$ cat src/hw/rtl/qer_pkg.sv
package qer_pkg;

    // default configuration of the evaluator
    localparam int COEF_WIDTH_DEF     = 16;
    localparam int SQRT_FRAC_BITS_DEF = 16;

    // bit positions of the flags on the result tuser
    localparam int TUSER_NOT_REAL   = 0;
    localparam int TUSER_DEGENERATE = 1;
    localparam int TUSER_WIDTH      = 2;

endpackage

$ cat src/hw/rtl/qer_front.sv
module qer_front #(
    parameter int COEF_WIDTH = qer_pkg::COEF_WIDTH_DEF
) (
    input  logic                           aclk,
    input  logic                           en,
    input  logic signed [COEF_WIDTH-1:0]   coef_a,
    input  logic signed [COEF_WIDTH-1:0]   coef_b,
    input  logic signed [COEF_WIDTH-1:0]   coef_c,
    input  logic signed [COEF_WIDTH-1:0]   point_x,
    output logic signed [3*COEF_WIDTH-2:0] poly_value,
    output logic signed [2*COEF_WIDTH+1:0] disc,
    output logic signed [COEF_WIDTH-1:0]   a_out,
    output logic signed [COEF_WIDTH-1:0]   b_out
);
    import qer_pkg::*;

    localparam int CW = COEF_WIDTH;
    localparam int PW = 3 * CW - 1;
    localparam int DW = 2 * CW + 2;

    logic signed [2*CW-1:0] ax_reg, bx_reg, bb_reg, ac_reg;
    logic signed [CW-1:0]   a1_reg, b1_reg, c1_reg, x1_reg;
    logic signed [3*CW-1:0] axx_reg;
    logic signed [2*CW:0]   bxc_reg;
    logic signed [DW-1:0]   d2_reg, d3_reg;
    logic signed [CW-1:0]   a2_reg, b2_reg, a3_reg, b3_reg;
    logic signed [PW-1:0]   poly_reg;

    always_ff @(posedge aclk) begin
        if (en) begin
            // products
            ax_reg  <= coef_a * point_x;
            bx_reg  <= coef_b * point_x;
            bb_reg  <= coef_b * coef_b;
            ac_reg  <= coef_a * coef_c;
            a1_reg  <= coef_a;
            b1_reg  <= coef_b;
            c1_reg  <= coef_c;
            x1_reg  <= point_x;
            // second product and discriminant
            axx_reg <= ax_reg * x1_reg;
            bxc_reg <= bx_reg + c1_reg;
            d2_reg  <= DW'(bb_reg) - (DW'(ac_reg) <<< 2);
            a2_reg  <= a1_reg;
            b2_reg  <= b1_reg;
            // final sum
            poly_reg <= PW'(axx_reg + bxc_reg);
            d3_reg   <= d2_reg;
            a3_reg   <= a2_reg;
            b3_reg   <= b2_reg;
        end
    end

    assign poly_value = poly_reg;
    assign disc       = d3_reg;
    assign a_out      = a3_reg;
    assign b_out      = b3_reg;

endmodule

$ cat config.mk
export PLATFORM = sky130hd
export DESIGN_NAME = qer_front
export DESIGN_NICKNAME = d
export VERILOG_FILES = /design/src/hw/rtl/qer_pkg.sv /design/src/hw/rtl/qer_front.sv
export SDC_FILE = /design/constraint.sdc
export NUM_CORES = 2
export LEC_CHECK = 0
export BUFFER_PORTS_ARGS = -buffer_cell sky130_fd_sc_hd__buf_2
export CAP_MARGIN = 0
export CELL_PAD_IN_SITES_DETAIL_PLACEMENT = 1
export CELL_PAD_IN_SITES_GLOBAL_PLACEMENT = 1
export CORE_MARGIN = 8
export CORE_UTILIZATION = 25
export CTS_BUF_LIST = sky130_fd_sc_hd__clkbuf_8 sky130_fd_sc_hd__clkbuf_16
export DETAILED_ROUTE_END_ITERATION = 12
export PLACE_DENSITY_LB_ADDON = 0.15
export RECOVER_POWER = 50
export SYNTH_ARGS = -nofsm -noshare
export SYNTH_HDL_FRONTEND = slang
export SYNTH_SLANG_ARGS = --single-unit
$ cat constraint.sdc
create_clock -name aclk -period 9 [get_ports aclk]
set_clock_uncertainty 0.15 [all_clocks]
set_input_delay 0.45 -clock aclk [delete_from_list [all_inputs] [get_ports aclk]]
set_output_delay 0.45 -clock aclk [all_outputs]
set_load 0.005 [all_outputs]
==> impl_metrics.py <==
metrics = {
    "setup_path": {
        "worstPathRequired_ns": 9.34,
        "crit_fanout": 19,
        "ff2ff_setup_slack_ns": 1.06,
        "arrival_ns": 8.47,
        "cpMaxStageDelayCell": "clkbuf_1",
        "path_class": "input pin to flip-flop",
        "start_kind": "input pin",
        "critPathMaxStageDelay_ns": 1.05,
        "timing.critical_path.mode_cell": "fa_1",
        "critPathBufInv": 7,
        "end_kind": "flip-flop",
        "path_delay_family": "adder cells",
    },
    "floorplan": {
        "start_util_pct": 25.1,
        "die-area_sq_mm": 0.316,
        "die_w_um": 562,
        "core_region_area_sq_mm": 0.297,
        "row_count": 200,
        "io_pins": 179,
        "fp.dieH_um": 562,
    },
    "drt": {
        "drt_iter0_drc": 1976,
        "viasPerCell": 4.27,
        "wl_um": 236000,
        "first_pass_iters": 5,
        "vias": 49502,
        "drc": 0,
        "wl_per_cell_um": 20.3,
        "ant_nets": 0,
    },
    "sta": {
        "min_period_ns": 8.13,
        "relSlewSlack_pct": -157,
        "min_period_over_period_pct": 90.3,
        "setup_viol": 0,
        "slew_viol_final": 921,
        "finalSetupTns_ns": 0,
        "final_hold_viol_count": 0,
        "rsz0062_at_grt": "no",
        "max_slew.worst_pin.slew_ns": 3.86,
        "max_freq_ghz": 0.123,
    },
    "synth": {
        "synth.distinct_cells": 82,
        "synth_top_area_share_pct": 40.6,
        "synth_seq_cells": 445,
        "synth_ff_type": "edfxtp_1",
        "ys_top_cells_by_area": "fa_1 41%, edfxtp_1 18%, inv_1 9.3%, ha_1 9.3%, and2_1 4.5%",
        "yosysTopAreaCell": "fa_1",
        "netlist_instances": 7486,
        "synth_edf_count": 445,
        "async_flop_share_pct": 0,
        "synthesis.area_sq_mm": 0.0745,
        "syn_avg_cell_area_sq_um": 9.95,
        "yosys-top-cells-count": "1854 x inv_1, 1510 x fa_1, 890 x nand2_1, 552 x ha_1, 535 x and2_1",
        "synth-seq-area-share_pct": 17.9,
        "post-synth-top-count-cell": "inv_1",
        "yosysWarnings": 0,
        "syn-num-nets": 9614,
    },
    "cts": {
        "clock_sinks": 445,
        "postCtsSetupBuffers": 0,
        "cts_root_buffer": "clkbuf_16",
        "cts_tree": "yes",
        "numCtsBuffers": 70,
        "htree_levels": 3,
        "cts-resized-gates": 0,
        "insertion_delay_ns": 0.76,
        "hold_buffers": 22,
        "cts_max_path_buffers": 4,
        "clk_pin_slew_ns": 0.06,
    },
    "finish": {
        "drive_above_1_share_pct": 3.40,
        "area_growth_pct": 10.4,
        "nNetsFinal": 9738,
        "num-fill-cells": 33970,
    },
    "grt": {
        "antenna_found_initial": 34,
        "grt_usage_pct": 15.0,
        "grt_first_pass_wirelength_um": 364000,
        "use_met1_pct": 20.7,
        "use_met2_pct": 25.9,
        "grt_max_degree": 126,
        "grt_pass1_vias": 57801,
        "grt_busiest_layer": "met2",
        "met3_usage_pct": 1.71,
        "overflow": 0,
    },
    "place": {
        "gp_congestion": 0.792,
        "io_buffers": 177,
        "dp_hpwl_um": 193000,
    },
    "min_path": {
        "hold_class": "flip-flop to flip-flop",
    },
    "run_status": {
        "status": "complete, but fails checks",
        "violations": "max-capacitance violations, max-slew violations",
    },
    "run": {
        "max-cap-violations": 35,
    },
}
-- cells in the final DEF (no fill, tap or decap), drive strengths merged, types with 42 or more instances in the layout --
cell type / synthesis / layout
xor2: 73 / 73
inv: 1854 / 1871
nand3: 43 / 43
clkbuf: 258 / 242
nor3: 49 / 49
fa: 1510 / 1510
a21oi: 212 / 212
o21a: 42 / 42
buf: 4 / 121
edfxtp: 445 / 445
and2: 535 / 535
o21ai: 116 / 116
nand2: 890 / 890
nand2b: 50 / 50
ha: 552 / 552
nor2: 203 / 203
a21o: 127 / 127
xnor2: 220 / 220
-- logic make-up (layout without fill, tap and decap cells) --
family | count (synthesis) | in the layout | share of synthesized area [%]
AO/OA/AOI/OAI | 678 | 678 | 5.99
XOR/XNOR | 293 | 293 | 3.44
adder cells (fa/ha/maj) | 2062 | 2062 | 49.8
buffers and inverters | 2118 | 2290 | 10.7
flip-flops | 445 | 445 | 17.9
multiplexers | 1 | 1 | 0.0134
other | 1 | 8 | 0.00503
AND/OR/NAND/NOR | 1888 | 1888 | 12.1
-- path summary, 6_finish.rpt --
kind,endpoint,depth (start not counted),start
worst max-delay path,bb_reg[31],26,coef_b[1]
worst min-delay path,d2_reg[0],0,bb_reg[0]
worst min register to register,d2_reg[0],0,bb_reg[0]
worst max register to register,axx_reg[44],23,x1_reg[8]
-- routing by layer --
layer | up-vias | part of all wire, %
met5 | - | 0.032
met4 | 12 | 1.6
met3 | 205 | 3.0
met2 | 565 | 48
met1 | 25897 | 48
li1 | 22823 | -
-- metrics by stage --
step	util (%)	setup WS [ns]	cells	area, sq um	hold slack, ns
after floorplan	-	2.15	7486	74500	0.250
after global placement	27.0	1.07	11455	80200	0.251
after detailed placement	27.0	1.02	11455	80200	0.255
after CTS	27.8	1.00	11597	82500	0.00472
after global routing	27.7	0.415	11600	82300	0.267
final	27.7	0.872	11604	82300	0.263
-- final cells by class --
type / instances / area (sq um) / area share, %
clock buffer: 71 / 1780 / 2.16
antenna: 7 / 17.5 / 0.0213
multi-input combinational: 4923 / 53200 / 64.6
tap: 3939 / 4930 / 5.99
timing repair buffer: 314 / 1750 / 2.13
sequential: 445 / 13400 / 16.2
inverter: 1856 / 6970 / 8.47
clock inverter: 49 / 302 / 0.366
Power is not shown: default switching activity piles up to over one toggle a cycle in this logic, so the estimate is an artifact.
