## src/hw/rtl/qer_pkg.sv

```systemverilog
package qer_pkg;

    // default configuration of the evaluator
    localparam int COEF_WIDTH_DEF     = 16;
    localparam int SQRT_FRAC_BITS_DEF = 16;

    // bit positions of the flags on the result tuser
    localparam int TUSER_NOT_REAL   = 0;
    localparam int TUSER_DEGENERATE = 1;
    localparam int TUSER_WIDTH      = 2;

endpackage

```

## src/hw/rtl/qer_div_cell.sv

```systemverilog
module qer_div_cell #(
    parameter int NUM_W = 18,
    parameter int DIV_W = 16
) (
    input  logic             aclk,
    input  logic             en,
    input  logic [NUM_W-1:0] nq_in,
    input  logic [DIV_W-1:0] rem_in,
    input  logic [DIV_W-1:0] dv_in,
    output logic [NUM_W-1:0] nq_out,
    output logic [DIV_W-1:0] rem_out,
    output logic [DIV_W-1:0] dv_out
);
    import qer_pkg::*;

    logic [NUM_W-1:0] nq_reg;
    logic [DIV_W-1:0] rem_reg, dv_reg;
    logic [DIV_W:0]   rem_sh, rem_sub;
    logic             ge;

    always_comb begin
        // shift in the next numerator bit, quotient bit fills from the bottom
        rem_sh  = {rem_in, nq_in[NUM_W-1]};
        ge      = rem_sh >= {1'b0, dv_in};
        rem_sub = ge ? rem_sh - {1'b0, dv_in} : rem_sh;
    end

    always_ff @(posedge aclk) begin
        if (en) begin
            nq_reg  <= {nq_in[NUM_W-2:0], ge};
            rem_reg <= rem_sub[DIV_W-1:0];
            dv_reg  <= dv_in;
        end
    end

    assign nq_out  = nq_reg;
    assign rem_out = rem_reg;
    assign dv_out  = dv_reg;

endmodule

```

## config.mk

```make
export PLATFORM = sky130hd
export DESIGN_NAME = qer_div_cell
export DESIGN_NICKNAME = d
export VERILOG_FILES = /design/src/hw/rtl/qer_pkg.sv /design/src/hw/rtl/qer_div_cell.sv
export SDC_FILE = /design/constraint.sdc
export NUM_CORES = 1
export LEC_CHECK = 0
export BUFFER_PORTS_ARGS = -buffer_cell sky130_fd_sc_hd__buf_2
export CELL_PAD_IN_SITES_DETAIL_PLACEMENT = 1
export CELL_PAD_IN_SITES_GLOBAL_PLACEMENT = 1
export CORE_AREA = 4 4 111 113
export DETAILED_ROUTE_END_ITERATION = 6
export DIE_AREA = 0 0 115 117
export GPL_ROUTABILITY_DRIVEN = 0
export PLACE_DENSITY_LB_ADDON = 0.08
export SYNTH_ARGS = -nofsm -noshare
export SYNTH_HDL_FRONTEND = slang
export SYNTH_SLANG_ARGS = --single-unit
```

## constraint.sdc

```tcl
create_clock -name aclk -period 3.16 [get_ports aclk]
set_clock_uncertainty 0.1 [all_clocks]
set_input_delay 0.316 -clock aclk [delete_from_list [all_inputs] [get_ports aclk]]
set_output_delay 0.316 -clock aclk [all_outputs]
set_load 0.02 [all_outputs]
```

==> impl_metrics.toml, run 1 <==
[run_status]
status = "complete, no violations"

[logic_synthesis]
syn_area_per_cell_um2 = 12.91
synth_top_family_by_area = "compound AO/OA/AOI/OAI gates"
syn_nets = 274
synth_edf_count = 50
synthCells = 205
ys.flop_type = "edfxtp_1"
syn_area_um2 = 2646
ys_ff_latch = 50
ys.warnings.count = 0
muxShareOfSynthArea_pct = 7.139
yosysUniqueCellTypes = 39
synth_xor_area_share_pct = 2.979
synth-simple-area-share_pct = 6.241
synth-compound-area-share_pct = 14.28
synthArstFlopShare_pct = 0
seq_area_frac_synth_pct = 56.74
synth_fa_ha_area_share_pct = 8.322

[sta]
whs_ns = 0.09987
final_hold_viol_count = 0
rsz0062_at_grt = "no"
fmax_mhz = 398.7
worstMarginPinSlew_ns = 0.6765
maxSlewHeadroom_pct = 54.90
finalCritPeriodShare_pct = 79.37
fin_tns_setup_ns = 0
timing.final.crit_period_ns = 2.508
setup_viol = 0
slew_viol_final = 0

[worst_setup_path]
end_kind = "flop"
cp.arrival_ns = 2.45
cp_max_fo = 16
criticalPathCategory = "input port to flop"
cp-start-kind = "input port"
critPathRequiredTime_ns = 3.10

[clocking]
cts_root_buf = "clkbuf_16"
htreeDepth = 2
hold_buffers = 0
post_cts_buffers = 0
cts_buffers = 5
cts.sinks = 50
cts_buffer_depth = 2
ctsResizeCount = 0
cts_tree = "built"
path_clk_slew_ns = 0.07

[grt]
grt_max_degree = 51
grt_pass1_wl_um = 10650
grt_pass1_vias = 2041
gr-usage-all-layers_pct = 10.15
grt_overflow_total = 0
antenna_found_initial = 0

[drt]
vias_per_cell = 4.279
drt_first_pass_iters = 4
wire_per_inst_um = 14.85
num_vias = 1964
route.detailed.drc = 0
ant_nets = 0
wirelength_um = 6818
drt_iter0_markers = 87

[floorplan]
row_count = 39
die_w_um = 115
die_area_um2 = 13460
coreArea_um2 = 11320
io_pins = 102
die_y_um = 117
initial_core_util_pct = 23.38

[hold_path]
hold_class = "input port to flop"

[finish]
drive_gt1_share_pct = 41.77
nNetsFinal = 384
area_growth_syn_to_layout_pct = 33.14
final_core_util_pct = 31.12
antennaDiodeCount = 0

[power_and_ir_drop]
peakVddDrop_v = 0.0002536
power.density_nw_per_um2 = 545.8
p_total_uw = 1923
leakagePower_uw = 0.001557

[flow_run]
maxCapViolations = 0

[place]
io_buffers = 101
hpwlAfterDp_um = 5283
[sequential cells by signal, indices dropped and copies added, names as in the netlist]
register	cells
dv_out	16
nq_out	18
rem_out	16
[layer usage]
metal	vias up	GRT usage [%]	part of all wire [%]
met5	-	0	0
met4	0	2.817	1.1
met3	5	2.416	6.0
met2	58	16.17	45
met1	916	13.84	47
li1	985	-	-
[worst max-delay path, cell delays in order]
cell	delay, ns
buf_2	0.09
inv_1	0.04
ha_1	0.34
a211oi_1	0.35
o211ai_1	0.19
o21ai_2	0.22
o211ai_2	0.13
a31oi_4	0.22
buf_12	0.19
mux2_2	0.35
[cell usage after synthesis (2+ instances only)]
library cell	count	area (um^2)
xnor2_1	6	52.55
buf_4	2	15.01
o21a_1	3	22.52
nor2b_1	3	18.77
edfxtp_1	50	1501
inv_1	22	82.58
a21boi_0	2	15.01
a21o_1	7	52.55
nand3_1	3	15.01
mux2_4	6	90.09
mux2i_1	2	20.02
a21oi_1	14	70.07
mux2_2	7	78.83
o21ai_0	12	60.06
nor2_1	12	45.04
o31a_1	2	17.52
nand2_1	8	30.03
xor2_1	3	26.28
nand4_1	2	12.51
a211oi_1	5	37.54
ha_1	16	200.2
[cell type report]
| class | instances | area (um^2) |
|---|---|---|
| well taps | 143 | 178.9 |
| flip-flops and latches | 50 | 1501 |
| fillers | 1293 | 7797 |
| multi-input cells | 129 | 1031 |
| inverters | 22 | 82.58 |
| clock inverters | 2 | 37.54 |
| clock buffers | 6 | 128.9 |
| repair buffers | 107 | 563.0 |
[through the flow]
stage / worst slack (ns) / instances / cell area, um^2
after global placement: 0.3239 / 451 / 3357
after floorplan: 0.5954 / 205 / 2646
after CTS: 0.6300 / 459 / 3523
final: 0.6518 / 459 / 3523
after global routing: 0.4459 / 459 / 3523
after detailed placement: 0.3131 / 451 / 3357
[layout by cell type (no fill, tap or decap), types with 2 or more instances in the layout]
| cell | instances |
|---|---|
| mux2_4 | 6 |
| a211oi_1 | 5 |
| edfxtp_1 | 50 |
| buf_2 | 101 |
| xor2_1 | 3 |
| clkbuf_16 | 5 |
| inv_1 | 22 |
| buf_4 | 5 |
| ha_1 | 16 |
| nand4_1 | 2 |
| mux2i_1 | 2 |
| nor2_1 | 12 |
| o31a_1 | 2 |
| a21oi_1 | 14 |
| xnor2_1 | 6 |
| a21boi_0 | 2 |
| mux2_2 | 7 |
| nor2b_1 | 3 |
| nand2_1 | 8 |
| o21ai_0 | 12 |
| a21o_1 | 7 |
| o21a_1 | 3 |
| nand3_1 | 3 |
[kinds of logic (layout without fill, tap and decap cells)]
group	after synthesis	count (layout)
buffers and inverters	26	137
adder cells (fa/ha/maj)	17	17
XOR/XNOR	9	9
AND/OR/NAND/NOR	33	33
multiplexers	15	15
flip-flops	50	50
AO/OA/AOI/OAI	55	55
[final timing paths]
check / start / to / slack, ns / cells past startpoint
worst min-delay path: nq_in[0] / nq_out[1] / 0.1 / 1
worst max-delay path: dv_in[4] / rem_out[7] / 0.65 / 10
[where the power goes]
group	internal [uW]	switching [uW]
combinational	195	270
clock	375	254
sequential	814	15.1
total	1380	539
No activity file was read; power rests on OpenSTA's default activity.
==> run 2, diff against run 1 <==
--- a/config.mk
+++ b/config.mk
@@ -5,12 +5,13 @@
 export SDC_FILE = /design/constraint.sdc
 export NUM_CORES = 1
 export LEC_CHECK = 0
+export ABC_AREA = 1
 export BUFFER_PORTS_ARGS = -buffer_cell sky130_fd_sc_hd__buf_2
 export CELL_PAD_IN_SITES_DETAIL_PLACEMENT = 1
 export CELL_PAD_IN_SITES_GLOBAL_PLACEMENT = 1
-export CORE_AREA = 4 4 111 113
+export CORE_AREA = 4 4 114 116
 export DETAILED_ROUTE_END_ITERATION = 6
-export DIE_AREA = 0 0 115 117
+export DIE_AREA = 0 0 118 120
 export GPL_ROUTABILITY_DRIVEN = 0
 export PLACE_DENSITY_LB_ADDON = 0.08
 export SYNTH_ARGS = -nofsm -noshare
==> constraint.sdc (replaced) <==
create_clock -name aclk -period 2.2 [get_ports aclk]
set_clock_uncertainty 0.1 [all_clocks]
set_input_delay 0.22 -clock aclk [delete_from_list [all_inputs] [get_ports aclk]]
set_output_delay 0.22 -clock aclk [all_outputs]
set_load 0.02 [all_outputs]
==> impl_metrics.toml, run 2 <==
[run_status]
status = "complete, no violations"

[grt]
grt_overflow_total = 0
antenna_found_initial = 0
grt_pass1_vias = 2596
grt_max_degree = 51
gr-usage-all-layers_pct = 11.67
grt_pass1_wl_um = 13230

[place]
io_buffers = 101
postPlaceCellArea_um2 = 3552
hpwlAfterDp_um = 6333
dp.cells = 572

[logic_synthesis]
ys.warnings.count = 0
synth.area.top_cells = "edfxtp_1 (53%), nand2_1 (16%), inv_1 (8.0%)"
synthArstFlopShare_pct = 0
yosysTopAreaCell = "edfxtp_1"
seq_area_frac_synth_pct = 53.24
syn_nets = 388
synth_top_area_share_pct = 53.24
ys.flop_type = "edfxtp_1"
synth_common_cells = "nand2_1 (120), inv_1 (60), edfxtp_1 (50)"
ys_ff_latch = 50
synth_edf_count = 50
synthCells = 319
syn_area_um2 = 2820
yosysMostFrequentCell = "nand2_1"
syn_area_per_cell_um2 = 8.841
yosysUniqueCellTypes = 22

[drt]
drt_first_pass_iters = 4
drt_iter0_markers = 144
route.detailed.drc = 0
num_vias = 2455
vias_per_cell = 4.105
wirelength_um = 7997
wire_per_inst_um = 13.37
ant_nets = 0

[sta]
worstMarginPinSlew_ns = 0.3582
final_hold_viol_count = 0
timing.final.crit_period_ns = 1.826
finalCritPeriodShare_pct = 83.02
fmax_mhz = 547.5
maxSlewHeadroom_pct = 76.07
rsz0062_at_grt = "no"
slew_viol_final = 0
setup_viol = 0
fin_tns_setup_ns = 0

[floorplan]
die_y_um = 120
coreArea_um2 = 11910
io_pins = 102
initial_core_util_pct = 23.68
die_area_um2 = 14160
row_count = 40
die_w_um = 118

[worst_setup_path]
end_kind = "flop"
cp_max_fo = 3
critPathRequiredTime_ns = 2.16
criticalPathCategory = "input port to flop"
cp-start-kind = "input port"
cp.arrival_ns = 1.79

[finish]
area_growth_syn_to_layout_pct = 37.67
layout_common_cells = "nand2_1 (120), buf_2 (101), inv_1 (60), edfxtp_1 (50), dlygate4sd3_1 (19)"
final_common_cell = "nand2_1"
postLayoutCellArea_um2 = 3882
largest_reg_flops = 18
nNetsFinal = 520
instances_no_fill = 598
antennaDiodeCount = 0
drive_gt1_share_pct = 27.49

[power_and_ir_drop]
peakVddDrop_v = 0.0002517
power.density_nw_per_um2 = 685.0
leakagePower_uw = 0.001982

[clocking]
cts_tree = "built"
htreeDepth = 2
cts.sinks = 50
ctsResizeCount = 0
cts_root_buf = "clkbuf_16"
cts_buffer_depth = 2
hold_buffers = 19
path_clk_slew_ns = 0.07
cts_buffers = 5
post_cts_buffers = 0

[flow_run]
maxCapViolations = 0

[hold_path]
hold_class = "input port to flop"
run 2: power by group:
group	switching [uW]	internal, uW	leakage, uW
Sequential	20.2	1170	0.000489
Combinational	438	261	0.00143
Clock	359	416	0.0000619
run 2: worst paths after layout:
kind | start | end | slack (ns) | depth (start not counted)
min | dv_in[14] | dv_out[14] | 0.01 | 1
max | nq_in[17] | rem_out[12] | 0.37 | 10
run 2: layout make-up:
type	instances	area [um^2]
fillers	1431	8029
clock buffers	5	125.1
clock inverters	2	15.01
well taps	147	183.9
multi-input cells	206	1051
repair buffers	128	780.7
flip-flops and latches	50	1501
inverters	60	225.2
run 2: per-stage QoR:
stage               setup slack, ns  hold slack [ns]  total power (uW)  utilization (%)
floorplan                    0.4099           0.2189              1631                -
global placement            0.05124           0.2967              1890            29.82
detailed placement          0.03541           0.2984              1899            29.82
CTS                          0.3511        0.0007485              2723            32.59
global route                 0.1934         0.004250              2835            32.59
finish                       0.3735          0.01144              2660            32.59
run 2: logic make-up after synthesis:
logic type / share of synthesized area (%)
adder cells (fa/ha/maj): 7.808
XOR/XNOR: 1.863
AO/OA/AOI/OAI: 2.218
buffers and inverters: 9.494
flip-flops: 53.24
AND/OR/NAND/NOR: 25.38
run 2: critical path, stage by stage:
cell and delay (ns):
buf_2 0.07, inv_1 0.04, ha_1 0.22, fa_1 0.45
o21bai_1 0.36, nand2_1 0.14, nand3_1 0.10, nand2_1 0.05
nand3_1 0.09, nand2_1 0.05
run 2: metal layers:
layer	GRT usage [%]	up-vias	wire, um
met2	19.12	67	3729
met4	3.077	0	71
met3	3.582	4	451
met5	0	-	0
li1	-	1273	-
met1	14.99	1111	3745
