==> config.mk <==
export PLATFORM = sky130hd
export DESIGN_NAME = qer_sqrt_cell
export DESIGN_NICKNAME = d
export VERILOG_FILES = /design/src/hw/rtl/qer_pkg.sv /design/src/hw/rtl/qer_sqrt_cell.sv
export SDC_FILE = /design/constraint.sdc
export NUM_CORES = 1
export LEC_CHECK = 0
export BUFFER_PORTS_ARGS = -buffer_cell sky130_fd_sc_hd__buf_2
export CORE_ASPECT_RATIO = 0.5
export CORE_MARGIN = 8
export CORE_UTILIZATION = 49
export DETAILED_ROUTE_END_ITERATION = 7
export GPL_ROUTABILITY_DRIVEN = 0
export GPL_TIMING_DRIVEN = 0
export PLACE_DENSITY = 0.77
export SLEW_MARGIN = 20
export SYNTH_ARGS = -nofsm -noshare
export SYNTH_HDL_FRONTEND = slang
export SYNTH_SLANG_ARGS = --single-unit
==> constraint.sdc <==
create_clock -name aclk -period 3.97 [get_ports aclk]
set_clock_uncertainty 0.05 [all_clocks]
set_input_delay 0.1985 -clock aclk [delete_from_list [all_inputs] [get_ports aclk]]
set_output_delay 0.1985 -clock aclk [all_outputs]
set_load 0.05 [all_outputs]
==> src/hw/rtl/qer_pkg.sv <==
package qer_pkg;

    // default configuration of the evaluator
    localparam int COEF_WIDTH_DEF     = 16;
    localparam int SQRT_FRAC_BITS_DEF = 16;

    // bit positions of the flags on the result tuser
    localparam int TUSER_NOT_REAL   = 0;
    localparam int TUSER_DEGENERATE = 1;
    localparam int TUSER_WIDTH      = 2;

endpackage

==> src/hw/rtl/qer_sqrt_cell.sv <==
module qer_sqrt_cell #(
    parameter int ROOT_W = 33
) (
    input  logic                aclk,
    input  logic                en,
    input  logic [2*ROOT_W-1:0] rad_in,
    input  logic [ROOT_W+2:0]   rem_in,
    input  logic [ROOT_W-1:0]   root_in,
    output logic [2*ROOT_W-1:0] rad_out,
    output logic [ROOT_W+2:0]   rem_out,
    output logic [ROOT_W-1:0]   root_out
);
    import qer_pkg::*;

    localparam int RADW = 2 * ROOT_W;
    localparam int REMW = ROOT_W + 3;

    logic [RADW-1:0] rad_reg;
    logic [REMW-1:0] rem_reg, rem_sh, trial, rem_next;
    logic [ROOT_W-1:0] root_reg, root_next;
    logic            ge;

    always_comb begin
        // bring down the next pair of radicand bits
        rem_sh    = {rem_in[REMW-3:0], rad_in[RADW-1 -: 2]};
        trial     = REMW'({root_in, 2'b01});
        ge        = rem_sh >= trial;
        rem_next  = ge ? rem_sh - trial : rem_sh;
        root_next = {root_in[ROOT_W-2:0], ge};
    end

    always_ff @(posedge aclk) begin
        if (en) begin
            rad_reg  <= rad_in << 2;
            rem_reg  <= rem_next;
            root_reg <= root_next;
        end
    end

    assign rad_out  = rad_reg;
    assign rem_out  = rem_reg;
    assign root_out = root_reg;

endmodule

==> impl_metrics.yaml, run 1 <==
outcome:
  status: "complete, no violations"
cts:
  h-tree-depth: 4
  cts_tree: "built"
  path_clk_slew_ns: 0.06
  postCtsResizedCells: 0
  cts_sinks: 133
  clockBufferDepth: 2
  cts_root_buf: "clkbuf_16"
  postCtsSetupRepairBufs: 0
  cts_buffers: 17
critical_path:
  max_stage_delay_ns: 0.52
  endpoint_kind: "register"
  cp.arrival_ns: 3.53
  path_max_fanout: 10
  slowest_stage: "dlygate4sd3_1"
  cp.required_ns: 4.07
  crit_start: "root_in[19]"
  critical_path_class: "in -> reg"
  start_kind: "input pin"
  crit_chain: "dlygate4sd3_1 > buf_2 > inv_1 > ha_1 > and4_1 > and3_1 > nor2b_1 > nand2_1 > o211ai_4 > a41o_4 > a21oi_4 > inv_4 > buf_6 > mux2_4"
synthesis:
  async_reset_ff_frac: 0
  ys_types: 56
  synth_compound_area_frac: 0.109
  synth_xor_area_frac: 0.0413
  synth-adder-area-share: 0.0666
  ys.warnings.count: 0
  synth_area_mm2: 0.00658
  synth_simple_gate_area_frac: 0.0685
  ys_seq_elements: 133
  synth_top_family_by_area: "compound AO/OA/AOI/OAI gates"
  synth-edff-count: 133
  syn_inst: 477
  synth_top_area_share: 0.607
  synth-main-ff-cell: "edfxtp_1"
  synthTopCellsByArea: "edfxtp_1 (61%), ha_1 (6.7%), mux2_4 (5.9%)"
  synth_mux_area_frac: 0.0694
  synth_area_leader_cell: "edfxtp_1"
  ys_seq_area_frac: 0.607
  syn_avg_cell_area_um2: 13.8
global_routing:
  grt_max_degree: 81
  grt_usage: 0.207
  grt_pass1_wl_um: 29500
  overflow: 0
  first_global_vias: 5614
  antenna_found_initial: 1
sta:
  relSlewSlack: 0.621
  setup_viol: 0
  setup_tns_ns: 0
  max_freq_mhz: 291
  tightest_slew_ns: 0.568
  post-route-period-util: 0.866
  hold_viol_final: 0
  rsz0062_at_grt: "no"
  final_max_slew_viol_count: 0
  period_needed_ns: 3.44
cells_and_area:
  final_nets: 1033
  fillerInstances: 891
  syn_to_final_growth_pct: 47.9
  drive_gt1_frac: 0.400
  fin_cells: 1051
floorplanning:
  die_h_um: 97.9
  core_area_mm2: 0.0133
  die_width_um: 180
  initial_utilization: 0.494
  num_rows: 30
  dieArea_mm2: 0.0176
  ios: 272
worst_hold_path:
  hold_path_depth: 3
  hp-start: "rem_in[33]"
  min_to: "rem_out[35]$_DFFE_PP_"
  hold_path_class: "in -> reg"
routing:
  wire_per_inst_um: 17.7
  vias: 5294
  viasPerCell: 5.04
  routed_wl_um: 18600
  antenna_left: 0
  first_iter_violations: 294
  drc: 0
  drt_first_pass_iters: 4
power_and_ir_drop:
  irDropWorstVdd_v: 0.000239
  power.leakage_nw: 4.39
  pwr_density_cell_mw_per_mm2: 481
placement:
  placed_cells: 922
  portBuffers: 267
  dpl.hpwl_um: 13000
job:
  cap_violations: 0
## area by class of cell
class	count	area, µm²	area share
clock buffers	18	429	0.0441
diodes	1	2.50	0.000257
plain buffers	9	63.8	0.00656
inverters	48	183	0.0188
clock inverters	14	166	0.0171
flip-flops and latches	133	3990	0.410
well taps	176	220	0.0226
repair buffers	364	2330	0.240
multi-input cells	288	2340	0.241
## routing by layer
layer  part of all wire  track usage
met1               0.40        0.234
met2               0.52        0.381
met3              0.060       0.0493
met4              0.017       0.0662
met5                  0            0
## cells in the mapped netlist (2+ instances only)
cell type,instances
ha_1,35
a211oi_1,3
o21bai_1,4
nand2_1,27
inv_1,47
o21a_1,5
nor2b_1,4
nand4_1,7
buf_4,2
xnor2_1,19
clkbuf_1,4
and2_1,3
nand3_1,9
a21o_1,9
a21oi_1,33
and3_1,11
buf_6,3
mux2_4,26
o211ai_1,4
or2_2,2
o21ai_0,20
edfxtp_1,133
a31o_2,2
nor3_1,5
nor3b_1,2
nor2_1,12
mux2_2,5
xor2_1,12
and4_1,2
## flip-flops by register name (all words and copies together) (netlist names)
signal	flops
rad_out	64
rem_out	36
root_out	33
## worst max path at each step
stage / to / slack, ns / cells after the start
final: rem_out[22]$_DFFE_PP_ / 0.53 / 14
after global routing: rem_out[25]$_DFFE_PP_ / 0.37 / 14
after CTS: rem_out[16]$_DFFE_PP_ / 0.59 / 14
after detailed placement: rem_out[16]$_DFFE_PP_ / 0.70 / 12
after global placement: rem_out[16]$_DFFE_PP_ / 0.71 / 12
after floorplan: rem_out[10]$_DFFE_PP_ / 1.09 / 12
## logic make-up (layout without fill, tap and decap cells)
logic type | Yosys count | count (layout)
adders and majority gates | 35 | 35
xor gates and xnor gates | 31 | 31
buffers and inverters | 57 | 453
DFF | 133 | 133
and+or+nand+nor | 88 | 88
other | 1 | 3
muxes | 32 | 32
AOI/OAI and AO/OA | 100 | 100
## what timing repair did
item,in CTS,in global routing
endpoints found under the hold margin,96,0
setup endpoints to repair,0,0
hold buffers,96,0
## power breakdown
part	internal [mW]	switching, mW	total [mW]
clock	0.947	0.656	1.60
sequential	1.72	0.0344	1.75
combinational	0.448	0.876	1.32
## critical path, delay by kind of cell
family,cells,cell delay [ns]
and+or+nand+nor,4,0.90
AOI/OAI and AO/OA,3,0.65
buffers and inverters,5,1.04
muxes,1,0.32
adders and majority gates,1,0.40
## layout by cell type (no fill, tap or decap), types with 3 or more instances in the layout
cell type / instances
a211oi_1: 3
a21o_1: 9
a21oi_1: 33
and2_1: 3
and3_1: 11
buf_2: 266
buf_6: 4
clkbuf_1: 5
clkbuf_16: 17
clkinvlp_4: 3
dlygate4sd3_1: 96
edfxtp_1: 133
ha_1: 35
inv_1: 47
inv_6: 5
mux2_2: 5
mux2_4: 26
nand2_1: 27
nand3_1: 9
nand4_1: 7
nor2_1: 12
nor2b_1: 4
nor3_1: 5
o211ai_1: 4
o21a_1: 5
o21ai_0: 20
o21bai_1: 4
xnor2_1: 19
xor2_1: 12
## stage by stage
stage	power, mW	setup slack (ns)	hold slack (ns)	utilization	cell area, µm²
floorplan	2.70	1.09	0.247	-	6580
global placement	3.00	0.712	0.325	0.611	8140
detailed placement	3.02	0.696	0.327	0.613	8170
CTS	4.70	0.591	0.0401	0.730	9730
global route	4.85	0.370	0.0489	0.730	9730
finish	4.68	0.533	0.0578	0.730	9730
No activity file was read; power rests on OpenSTA's default activity.
==> run 2, diff against run 1 <==
--- a/config.mk
+++ b/config.mk
@@ -13,6 +13,7 @@
 export GPL_ROUTABILITY_DRIVEN = 0
 export GPL_TIMING_DRIVEN = 0
 export PLACE_DENSITY = 0.77
+export RECOVER_POWER = 50
 export SLEW_MARGIN = 20
 export SYNTH_ARGS = -nofsm -noshare
 export SYNTH_HDL_FRONTEND = slang
==> constraint.sdc (replaced) <==
create_clock -name aclk -period 3.97 [get_ports aclk]
set_clock_uncertainty 0.05 [all_clocks]
set_input_delay 0.5955 -clock aclk [delete_from_list [all_inputs] [get_ports aclk]]
set_output_delay 0.5955 -clock aclk [all_outputs]
set_load 0.05 [all_outputs]
==> run 2 against run 1 <==
Net effect:
- the flow now finishes with violations (max-capacitance violations, max-slew violations)
- routed wire length is 11% lower
- clock power barely moved
- via count fell by 8.7%
- highest routed layer unchanged
- first-iteration DRC count is 15% lower
- core utilization down 7.4 points
- sequential power about the same
- largest power group unchanged
- cell count decreased by 9.1%
==> impl_metrics.yaml, run 2 (same netlist as run 1, synthesis figures left out) <==
power_and_ir_drop:
  pwr_density_cell_mw_per_mm2: 524
  irDropWorstVdd_v: 0.000236
  power.leakage_nw: 3.95
  p_total_mw: 4.58
floorplanning:
  ios: 272
  initial_utilization: 0.494
  core_area_mm2: 0.0133
  num_rows: 30
  die_h_um: 97.9
  dieArea_mm2: 0.0176
  die_width_um: 180
routing:
  antenna_left: 0
  viasPerCell: 5.06
  first_iter_violations: 251
  wire_per_inst_um: 17.4
  routed_wl_um: 16600
  vias: 4835
  drt_first_pass_iters: 6
  drc: 0
cts:
  cts_sinks: 133
  postCtsResizedCells: 0
  postCtsSetupRepairBufs: 0
  cts_tree: "built"
  h-tree-depth: 4
  path_clk_slew_ns: 0.07
  clockBufferDepth: 2
  cts_root_buf: "clkbuf_16"
  postCtsHoldBufs: 0
  cts_buffers: 17
critical_path:
  endpoint_kind: "register"
  start_kind: "input pin"
  path_max_fanout: 10
  cp.required_ns: 4.07
  critical_path_class: "in -> reg"
  cp.arrival_ns: 3.37
sta:
  hold_viol_final: 0
  final_max_slew_viol_count: 54
  post-route-period-util: 0.824
  setup_viol: 0
  setup_tns_ns: 0
  relSlewSlack: -1.08
  max_freq_mhz: 306
  period_needed_ns: 3.27
  rsz0062_at_grt: "no"
  finalWorstSetupSlack_ns: 0.698
  tightest_slew_ns: 3.12
cells_and_area:
  fin_cells: 955
  syn_to_final_growth_pct: 33.0
  largest_reg_flops: 64
  final_nets: 937
  drive_gt1_frac: 0.432
  layout_common_cells: "buf_2 (253), edfxtp_1 (133), inv_1 (47)"
  final_common_cell: "buf_2"
  utilization: 0.656
placement:
  dp_worst_setup_slack_ns: 0.299
  placed_cells: 922
  dpl.hpwl_um: 13000
  portBuffers: 267
job:
  cap_violations: 1
global_routing:
  first_global_vias: 5082
  grt_usage: 0.184
  overflow: 0
  grt_pass1_wl_um: 26300
  antenna_found_initial: 1
  grt_max_degree: 81
worst_hold_path:
  hold_path_class: "in -> reg"
outcome:
  status: "complete, but fails checks"
  violations: "max-capacitance violations, max-slew violations"
## run 2: cell types whose count changed in the layout (fill, tap and decap cells not counted), sizes merged
cell	before	now
buf	273	259
clkbuf	22	36
dlygate4sd3	96	0
## run 2: worst max-delay path, stage by stage
cell,delay [ns]
clkbuf_1,0.11
inv_1,0.06
ha_1,0.40
and4_1,0.27
and3_1,0.21
nor2b_1,0.27
nand2_1,0.14
o211ai_4,0.27
a41o_4,0.30
a21oi_4,0.08
inv_4,0.13
buf_6,0.20
mux2_4,0.32
## run 2: final timing paths
path	startpoint	end	slack, ns	cells past startpoint
worst max-delay path	root_in[19]	rem_out[16]$_DFFE_PP_	0.70	13
worst min-delay path	rad_in[34]	rad_out[36]$_DFFE_PP_	0.31	1
## run 2: power by group
part           switching, mW  internal, mW  total, mW
logic                  0.854         0.384       1.24
clock network          0.644         0.946       1.59
registers             0.0307          1.72       1.75
## run 2: stage by stage
| step | instance area [µm²] | hold slack, ns |
|---|---|---|
| final | 8750 | 0.309 |
| after detailed placement | 8170 | 0.724 |
| after CTS | 8770 | 0.294 |
| after global routing | 8750 | 0.283 |
| after floorplan | 6580 | 0.644 |
| after global placement | 8140 | 0.722 |
## run 2: final cells by class
class | count | area [µm²]
flip-flops and latches | 133 | 3990
clock inverters | 14 | 166
plain buffers | 9 | 63.8
multi-input cells | 288 | 2340
well taps | 176 | 220
diodes | 1 | 2.50
clock buffers | 18 | 429
inverters | 48 | 183
fillers | 1028 | 4580
repair buffers | 268 | 1350
## run 2: layer usage
layer / GRT usage / part of all wire
met5: 0 / 0
met4: 0.0528 / 0.0066
met3: 0.0489 / 0.069
met2: 0.336 / 0.52
met1: 0.211 / 0.40
==> run 3, diff against run 2 <==
==> constraint.sdc (replaced) <==
create_clock -name aclk -period 3.1 [get_ports aclk]
set_clock_uncertainty 0.05 [all_clocks]
set_input_delay 0.465 -clock aclk [delete_from_list [all_inputs] [get_ports aclk]]
set_output_delay 0.465 -clock aclk [all_outputs]
set_load 0.05 [all_outputs]
==> run 3 against run 2 <==
Net effect:
- sequential power grew 28%
- first-iteration DRC count grew 16%
- global-route usage is 0.14 points lower
- die area unchanged
- largest cell class unchanged
- the run still ends with max-capacitance violations, max-slew violations left
- hold slack got worse by 0.13 ns
- worst setup slack lost 0.56 ns
- critical path type unchanged
==> impl_metrics.yaml, run 3 (same netlist as run 1, synthesis figures left out) <==
cells_and_area:
  fin_cells: 958
  largest_reg_flops: 64
  drive_gt1_frac: 0.440
  antenna_cells: 0
  fillerInstances: 1013
  utilization: 0.658
  final_nets: 941
  layout_common_cells: "buf_2 (251), edfxtp_1 (133), inv_1 (47)"
  final_common_cell: "buf_2"
  syn_to_final_growth_pct: 33.3
routing:
  first_iter_violations: 291
  drc: 0
  vias: 4853
  antenna_left: 0
  routed_wl_um: 16700
  viasPerCell: 5.07
  drt_first_pass_iters: 5
  wire_per_inst_um: 17.5
sta:
  final_max_slew_viol_count: 44
  post-route-period-util: 0.955
  rsz0062_at_grt: "no"
  hold_viol_final: 0
  setup_tns_ns: 0
  relSlewSlack: -0.707
  max_freq_mhz: 338
  setup_viol: 0
  tightest_slew_ns: 2.56
  period_needed_ns: 2.96
  finalWorstSetupSlack_ns: 0.139
global_routing:
  first_global_vias: 5020
  grt_usage: 0.183
  grt_max_degree: 91
  overflow: 0
  antenna_found_initial: 0
  grt_pass1_wl_um: 26300
power_and_ir_drop:
  p_sw_mw: 1.98
  combPwrFrac: 0.279
  p_total_mw: 5.74
  irDropWorstVdd_v: 0.000310
  switching_share: 0.345
  internal_power_mw: 3.76
  p_seq_frac: 0.391
  power.leakage_nw: 3.95
  pwr_density_cell_mw_per_mm2: 654
  clkPwrFrac: 0.330
job:
  cap_violations: 1
critical_path:
  max_stage_delay_ns: 0.39
  crit_chain: "buf_2 > inv_1 > ha_2 > and4_1 > and3_1 > nor2b_2 > nand2_1 > o211ai_4 > a41o_4 > a21oi_4 > inv_4 > buf_6 > mux2_4"
  path_max_fanout: 10
  cp.required_ns: 3.20
  cp.arrival_ns: 3.06
  critical_path_class: "in -> reg"
  start_kind: "input pin"
  endpoint_kind: "register"
  slowest_stage: "ha_2"
worst_hold_path:
  hold_path_class: "in -> reg"
floorplanning:
  dieArea_mm2: 0.0176
  die_h_um: 97.9
  num_rows: 30
  initial_utilization: 0.494
  core_area_mm2: 0.0133
  ios: 272
  die_width_um: 180
cts:
  cts_tree: "built"
  postCtsHoldBufs: 0
  clockBufferDepth: 2
  cts_root_buf: "clkbuf_16"
  cts_buffers: 17
  h-tree-depth: 4
  path_clk_slew_ns: 0.07
  cts_sinks: 133
placement:
  placed_cells: 922
  portBuffers: 267
  dp_worst_setup_slack_ns: -0.432
  dpl.hpwl_um: 12900
outcome:
  status: "complete, but fails checks"
  violations: "max-capacitance violations, max-slew violations"
-- run 3: layout make-up --
cell class | count | area (µm²) | area share
sequential | 133 | 3990 | 0.455
multi-input combinational | 288 | 2380 | 0.271
timing repair buffer | 272 | 1370 | 0.157
clock buffer | 17 | 425 | 0.0485
tap | 176 | 220 | 0.0251
inverter | 48 | 183 | 0.0208
clock inverter | 15 | 130 | 0.0148
buffer | 9 | 63.8 | 0.00728
-- run 3: metrics by stage --
stage / hold slack, ns / instance area (µm²)
floorplan: 0.514 / 6600
global placement: 0.592 / 8150
detailed placement: 0.593 / 8190
CTS: 0.160 / 8740
global route: 0.162 / 8770
finish: 0.175 / 8770
-- run 3: final timing paths --
kind,startpoint,to,slack (ns),cells after the start
max,root_in[22],rem_out[21]$_DFFE_PP_,0.14,13
min,rad_in[31],rad_out[33]$_DFFE_PP_,0.17,1
-- run 3: worst max-delay path: cells and delay by family --
family                   cells  cell delay, ns
AO/OA/AOI/OAI                3            0.61
buffers and inverters        4            0.47
multiplexers                 1            0.31
adder cells (fa/ha/maj)      1            0.39
AND/OR/NAND/NOR              4            0.80
-- run 3: repair_timing --
item                       CTS  global route
setup buffers                0             4
setup endpoints to repair   13            28
pin swaps                    0             3
gates resized for setup      1             5
gates cloned                 0             0
-- run 3: power by group through the flow --
stage / registers [mW] / logic (mW) / clock network [mW]
3_5_place_dp: 2.28 / 1.59 / 0
2_1_floorplan: 2.93 / 0.528 / 0
3_3_place_gp: 2.28 / 1.57 / 0
5_1_grt: 2.26 / 1.70 / 2.01
6_report: 2.24 / 1.60 / 1.90
4_1_cts: 2.24 / 1.60 / 1.93
-- run 3: routing by layer --
layer,part of all wire,GRT usage
met1,0.40,0.210
met3,0.065,0.0463
met5,0,0
met2,0.53,0.339
met4,0.0063,0.0426
